### src/rtl/memory_map_access_decoder_top_assert.svh
// assertion macros for the memory map access decoder
// used by memory_map_access_decoder_top; no other dependencies
`ifndef MEMORY_MAP_ACCESS_DECODER_TOP_ASSERT_SVH
`define MEMORY_MAP_ACCESS_DECODER_TOP_ASSERT_SVH

`ifndef SYNTHESIS

// condition holds at every clock edge out of reset
`define MMAD_ASSERT_ALWAYS(lbl, c, rn, expr) \
	lbl: assert property (@(posedge c) disable iff (!(rn)) (expr)) \
		else $error("mmad assertion failed");

// consequent holds in the same cycle as the antecedent
`define MMAD_ASSERT_IMPLY(lbl, c, rn, ante, cons) \
	lbl: assert property (@(posedge c) disable iff (!(rn)) (ante) |-> (cons)) \
		else $error("mmad assertion failed");

// consequent holds in the cycle after the antecedent
`define MMAD_ASSERT_NEXT(lbl, c, rn, ante, cons) \
	lbl: assert property (@(posedge c) disable iff (!(rn)) (ante) |=> (cons)) \
		else $error("mmad assertion failed");

`else

`define MMAD_ASSERT_ALWAYS(lbl, c, rn, expr)
`define MMAD_ASSERT_IMPLY(lbl, c, rn, ante, cons)
`define MMAD_ASSERT_NEXT(lbl, c, rn, ante, cons)

`endif

`endif

### src/rtl/mmad_pkg.sv
// shared types, constants and address decode functions for the access decoder
// no dependencies
`timescale 1ns / 1ps

package mmad_pkg;

	// field widths
	localparam int unsigned ADDR_W   = 16;
	localparam int unsigned DATA_W   = 16;
	localparam int unsigned BYTE_W   = 8;
	localparam int unsigned KIND_W   = 2;
	localparam int unsigned ROUTE_W  = 2;
	localparam int unsigned CTL_W    = 16;
	localparam int unsigned CTL_IDX_W = 4;

	// memory is split into even and odd byte banks
	localparam int unsigned BANK_DEPTH = 32768;
	localparam int unsigned BANK_AW    = 15;

	// kind bits
	localparam int unsigned KIND_WRITE_BIT = 0;
	localparam int unsigned KIND_WORD_BIT  = 1;

	// control bit that disables the mirror fold
	localparam int unsigned MODE_BIT = 15;

	// address map
	localparam logic [ADDR_W-1:0] MEM_TOP   = 16'hFEFF;
	localparam logic [ADDR_W-1:0] PER0_TOP  = 16'hFF03;
	localparam logic [ADDR_W-1:0] DED0_TOP  = 16'hFF1F;
	localparam logic [ADDR_W-1:0] PER1_TOP  = 16'hFF23;
	localparam logic [ADDR_W-1:0] DED1_TOP  = 16'hFFBF;
	localparam logic [ADDR_W-1:0] CTL_TOP   = 16'hFFDF;
	localparam logic [ADDR_W-1:0] VEC_BASE  = 16'hFFF2;
	localparam logic [ADDR_W-1:0] VEC_SHIFT = 16'h4000;
	localparam logic [BYTE_W-1:0] PAGE_HI   = 8'hFF;

	typedef enum logic [1:0] {
		REGION_MEM = 2'd0,
		REGION_PER = 2'd1,
		REGION_CTL = 2'd2,
		REGION_DED = 2'd3
	} region_t;

	typedef enum logic [ROUTE_W-1:0] {
		ROUTE_MEM = 2'd0,
		ROUTE_CTL = 2'd1,
		ROUTE_FWD = 2'd2,
		ROUTE_ERR = 2'd3
	} route_t;

	// how the read data of a transaction is formed
	typedef enum logic [1:0] {
		RSEL_ZERO = 2'd0,
		RSEL_CTL  = 2'd1,
		RSEL_BYTE = 2'd2,
		RSEL_WORD = 2'd3
	} rsel_t;

	// decode result handed from the decoder to the pipeline
	typedef struct packed {
		route_t                route;
		logic [ADDR_W-1:0]     target;
		rsel_t                 rsel;
		logic                  swap;
		logic [BANK_AW-1:0]    even_addr;
		logic [BANK_AW-1:0]    odd_addr;
		logic                  even_we;
		logic                  odd_we;
		logic [BYTE_W-1:0]     even_wdata;
		logic [BYTE_W-1:0]     odd_wdata;
		logic                  ctl_we;
		logic                  ctl_set;
		logic [CTL_IDX_W-1:0]  ctl_idx;
	} mmad_dec_t;

	function automatic region_t region_of(input logic [ADDR_W-1:0] a);
		region_t r;
		if (a <= MEM_TOP)
			r = REGION_MEM;
		else if (a <= PER0_TOP)
			r = REGION_PER;
		else if (a <= DED0_TOP)
			r = REGION_DED;
		else if (a <= PER1_TOP)
			r = REGION_PER;
		else if (a <= DED1_TOP)
			r = REGION_DED;
		else if (a <= CTL_TOP)
			r = REGION_CTL;
		else
			r = REGION_DED;
		return r;
	endfunction

	// mirror fold of an offset within the top page
	function automatic logic [BYTE_W-1:0] fold_offset(input logic [BYTE_W-1:0] off);
		logic [BYTE_W-1:0] r;
		if (off < 8'h20)
			r = {6'b000000, off[1:0]};
		else if (off < 8'h40)
			r = {6'b001000, off[1:0]};
		else if (off < 8'h60) begin
			if (!off[3])
				r = 8'h40;
			else
				r = {6'b010010, off[1:0]};
		end else
			r = off;
		return r;
	endfunction

endpackage

### src/rtl/mmad_decode.sv
// address decode, redirection and bank/control write planning for one transaction
// depends on mmad_pkg
`timescale 1ns / 1ps

module mmad_decode (
	input  logic [mmad_pkg::KIND_W-1:0] kind,
	input  logic [mmad_pkg::ADDR_W-1:0] address,
	input  logic [mmad_pkg::DATA_W-1:0] write_data,
	input  logic                        mode,
	output mmad_pkg::mmad_dec_t         dec
);

	import mmad_pkg::*;

	logic              is_write;
	logic              is_word;
	region_t           reg_in;
	region_t           reg_tgt;
	logic [ADDR_W-1:0] tgt;
	logic [ADDR_W-1:0] tgt_next;
	logic              mem_wr;

	assign is_write = kind[KIND_WRITE_BIT];
	assign is_word  = kind[KIND_WORD_BIT];

	// region and redirection of dedicated addresses
	always_comb begin
		reg_in  = region_of(address);
		tgt     = address;
		reg_tgt = reg_in;
		if (reg_in == REGION_DED) begin
			if (address >= VEC_BASE)
				tgt = address - VEC_SHIFT;
			else if (!mode)
				tgt = {PAGE_HI, fold_offset(address[BYTE_W-1:0])};
			reg_tgt = region_of(tgt);
			// a target that is still dedicated (a fold fixed point, or any with mode set) is plain memory
			if (reg_tgt == REGION_DED)
				reg_tgt = REGION_MEM;
		end
	end

	assign tgt_next = tgt + 16'd1;

	// route, read data selection, control and bank write planning
	always_comb begin
		dec.target = tgt;
		dec.rsel   = RSEL_ZERO;
		case (reg_tgt)
			REGION_PER: begin
				dec.route = is_word ? ROUTE_ERR : ROUTE_FWD;
			end
			REGION_CTL: begin
				dec.route = is_word ? ROUTE_ERR : ROUTE_CTL;
				if (!is_word && !is_write)
					dec.rsel = RSEL_CTL;
			end
			default: begin
				dec.route = ROUTE_MEM;
				if (!is_write)
					dec.rsel = is_word ? RSEL_WORD : RSEL_BYTE;
			end
		endcase

		// control bit set/clear by address parity
		dec.ctl_we  = (dec.route == ROUTE_CTL) && is_write;
		dec.ctl_set = tgt[0];
		dec.ctl_idx = tgt[CTL_IDX_W:1];

		// big-endian byte lanes over the even and odd banks
		mem_wr         = (dec.route == ROUTE_MEM) && is_write;
		dec.swap       = tgt[0];
		dec.odd_addr   = tgt[ADDR_W-1:1];
		dec.even_addr  = tgt[0] ? tgt_next[ADDR_W-1:1] : tgt[ADDR_W-1:1];
		dec.even_we    = mem_wr && (is_word || !tgt[0]);
		dec.odd_we     = mem_wr && (is_word || tgt[0]);
		dec.even_wdata = (is_word && !tgt[0]) ? write_data[DATA_W-1:BYTE_W]
			: write_data[BYTE_W-1:0];
		dec.odd_wdata  = (is_word && tgt[0]) ? write_data[DATA_W-1:BYTE_W]
			: write_data[BYTE_W-1:0];
	end

endmodule

### config.mk
export PLATFORM = sky130hd
export DESIGN_NAME = mmad_decode
export DESIGN_NICKNAME = d
export VERILOG_FILES = /design/src/rtl/memory_map_access_decoder_top_assert.svh /design/src/rtl/mmad_pkg.sv /design/src/rtl/mmad_decode.sv
export SDC_FILE = /design/constraint.sdc
export NUM_CORES = 1
export LEC_CHECK = 0
export ABC_AREA = 0
export ABC_CLOCK_PERIOD_IN_PS = 2900
export BUFFER_PORTS_ARGS = -buffer_cell sky130_fd_sc_hd__buf_2
export CAP_MARGIN = 40
export CORE_ASPECT_RATIO = 0.75
export CORE_MARGIN = 5
export CORE_UTILIZATION = 35
export DETAILED_ROUTE_END_ITERATION = 7
export PLACE_DENSITY = 0.9
export REMOVE_ABC_BUFFERS = 1
export SLEW_MARGIN = 20
export SYNTH_ARGS = -nofsm -noshare
export SYNTH_HDL_FRONTEND = slang
export SYNTH_SLANG_ARGS = --single-unit
### constraint.sdc
create_clock -name vclk -period 2.9
set_input_delay 0.435 -clock vclk [all_inputs]
set_output_delay 0.435 -clock vclk [all_outputs]
set_load 0.1 [all_outputs]
==> impl_metrics.csv <==
group,metric,value,unit
min_path,hold_end,"dec[55]",
global_routing,grt_max_degree,12,
timing,setup_viol,2,
yosys,synthCells,156,
die,die_w,74.4,um
global_routing,grt_pass1_vias,1409,
timing,report.final.slew_viol_count,0,
run_status,failed_checks,"setup timing",
placement,place_inst,286,
yosys,syn_area,0.00109,mm^2
final_layout,post-route-util,73.5,%
timing,relSlewSlack,66.2,%
timing,layout_setup_ws,-35.2,ps
detailed_routing,drt_iter0_drc,98,
yosys,synth_area_per_cell,6.99,um^2
timing,maxClockFrequency,341,MHz
power_and_ir_drop,ir_worst_vdd,0.219,mV
final_layout,ff_latch_area,0,um^2
final_layout,drive_gt1_share,67.1,%
timing,holdWs,1200,ps
detailed_routing,wl,4.78,mm
die,num_io_pins,110,
final_layout,nets,294,
yosys,synth_compound_area_share,10.3,%
global_routing,antenna_found_initial,0,
run,drv_cap,0,
detailed_routing,viasPerCell,5.20,
setup_path,critPathLaunchType,"input pin",
min_path,min_from,"kind[0]",
die,core,0.00296,mm^2
detailed_routing,drc,0,
global_routing,grt_pass1_wl,6.35,mm
detailed_routing,dr_total_vias,1508,
min_path,min_path_type,"input pin to output pin",
timing,worst_slew_pin_slew,510,ps
placement,gp_congestion,0.838,
yosys,synthMuxAreaShare,19.3,%
yosys,synth_xor_area_share,9.64,%
yosys,synthDominantCellAreaShare,14.5,%
run_status,status,"finished with violations",
power_and_ir_drop,p_leak,1.11,nW
final_layout,clockBufferCount,0,
yosys,synth_cell_type_count,38,
setup_path,crit_fanout,3,
placement,hpwl,3.70,mm
die,initial_utilization,36.9,%
die,die_y,58.3,um
final_layout,areaGrowthSynthToFinish,99.3,%
setup_path,cp.required,2470,ps
detailed_routing,drtPass1Iterations,4,
global_routing,grt_overflow,0,
yosys,synth.yosys.warnings,0,
placement,place_ws,-143,ps
final_layout,finalNonFillerCells,290,
die,dieArea,0.00434,mm^2
min_path,min_path_cells,3,
final_layout,num_antenna_cells,0,
timing,fin_crit,2940,ps
yosys,synth_top_family_by_area,"simple AND/OR/NAND/NOR gates",
detailed_routing,final_antenna_net_count,0,
placement,portBuffers,110,
setup_path,cp-end-kind,"output pin",
yosys,synth_fa_ha_area_share,5.74,%
final_layout,seq_cell_count,0,
yosys,yosys.area.top_type,"buf_4",
die,rows,17,
timing,fin_crit_sh,101,%
yosys,ys_seq_area_share,0,%
timing,rsz0062_at_grt,"yes",
power_and_ir_drop,power,0.759,mW
yosys,synthSimpleGateAreaFrac,32.4,%
detailed_routing,drt-wirelength-per-cell,16.5,um
setup_path,arrival,2500,ps
setup_path,path_class,"input pin to output pin",
timing,hold_viol_final,0,
power_and_ir_drop,p_per_area,350,mW/mm^2
global_routing,grt.total_usage,17.9,%
setup_path,cp-startpoint,"address[12]",
yosys,ys_top_cells_by_area,"buf_4, mux2_4, mux2_2",
[synthesized netlist by cell type (all sizes together)]
cell    instances
and3            5
o21a            1
nand3           3
nor2           15
nor4b           1
nand2b          2
xor2            7
a41o            1
or4b            1
nand2          18
buf            26
and4            2
or3             2
nand4           2
a31oi           1
mux2           16
xnor2           5
and2            1
nor3b           2
clkbuf         10
nor3            7
a21oi           6
ha              5
nor2b           4
o21bai          1
inv             5
o21ai           5
o31a            2
[layout by cell type, fill, tap and decap left out, drive strengths merged]
cell / count
o21ai: 5
clkbuf: 2
nand2: 18
xnor2: 5
a41o: 1
inv: 5
nand4: 2
and3: 5
or4b: 1
and4: 2
ha: 5
and2: 1
nor4b: 1
nor3: 7
xor2: 7
nor2b: 4
nand3: 3
nor2: 15
buf: 130
nand2b: 2
nor3b: 2
a21oi: 6
o21a: 1
mux2: 16
o21bai: 1
o31a: 2
or3: 2
a31oi: 1
[cells by family (layout without fill, tap and decap cells)]
family,after synthesis,after routing
fa+ha+maj,5,5
xor+xnor,12,12
mux,16,16
simple gates,65,65
buf+inv,41,137
compound gates,17,17
[how the worst max path moves through the flow]
| stage | end | slack (ps) |
|---|---|---|
| 3_5_place_dp | dec[50] | -140 |
| 4_1_cts | dec[50] | 10 |
| 5_1_grt | dec[50] | -60 |
| 6_report | dec[52] | -40 |
| 3_3_place_gp | dec[50] | -60 |
| 2_1_floorplan | dec[41] | -5920 |
[stage by stage]
| step | cell area (um^2) | setup TNS, ps |
|---|---|---|
| after floorplan | 862 | -69560 |
| after detailed placement | 2030 | -307 |
| final | 2170 | -65.5 |
| after CTS | 2070 | 0 |
| after global placement | 2030 | -103 |
| after global routing | 2170 | -177 |
[metal layers]
metal  vias to the layer above  global-route usage, %  part of all wire, %
met5                         -                      0                    0
met4                         0                   3.05                  2.2
li1                        700                      -                    -
met3                        12                   2.56                   11
met1                       693                   19.0                   31
met2                       103                   36.9                   56
[critical path: stages]
cell,delay (ps)
buf_2,90
and4_4,230
and3_4,200
nand3_4,90
o31a_1,350
ha_4,180
and3_4,180
nor3b_4,160
buf_4,160
nand2_4,70
xnor2_2,130
clkbuf_16,230
[what timing repair did]
item / in CTS / in global routing
setup buffers: 1 / 3
pin swaps: 7 / 9
endpoints found under the setup margin: 4 / 9
resized for setup: 7 / 19
hold buffers: 0 / 0
[where the power goes]
| part | switching [mW] | internal, mW | leakage [nW] |
|---|---|---|---|
| logic | 0.568 | 0.191 | 1.11 |
| registers | 0 | 0 | 0 |
| clock network | 0 | 0 | 0 |
[layout make-up]
| class | instances | area [um^2] |
|---|---|---|
| inverter | 5 | 18.8 |
| multi-input combinational | 115 | 938 |
| tap | 38 | 47.5 |
| fill | 215 | 785 |
| timing repair buffer | 132 | 1170 |
Power figures use the tool's default switching activity.
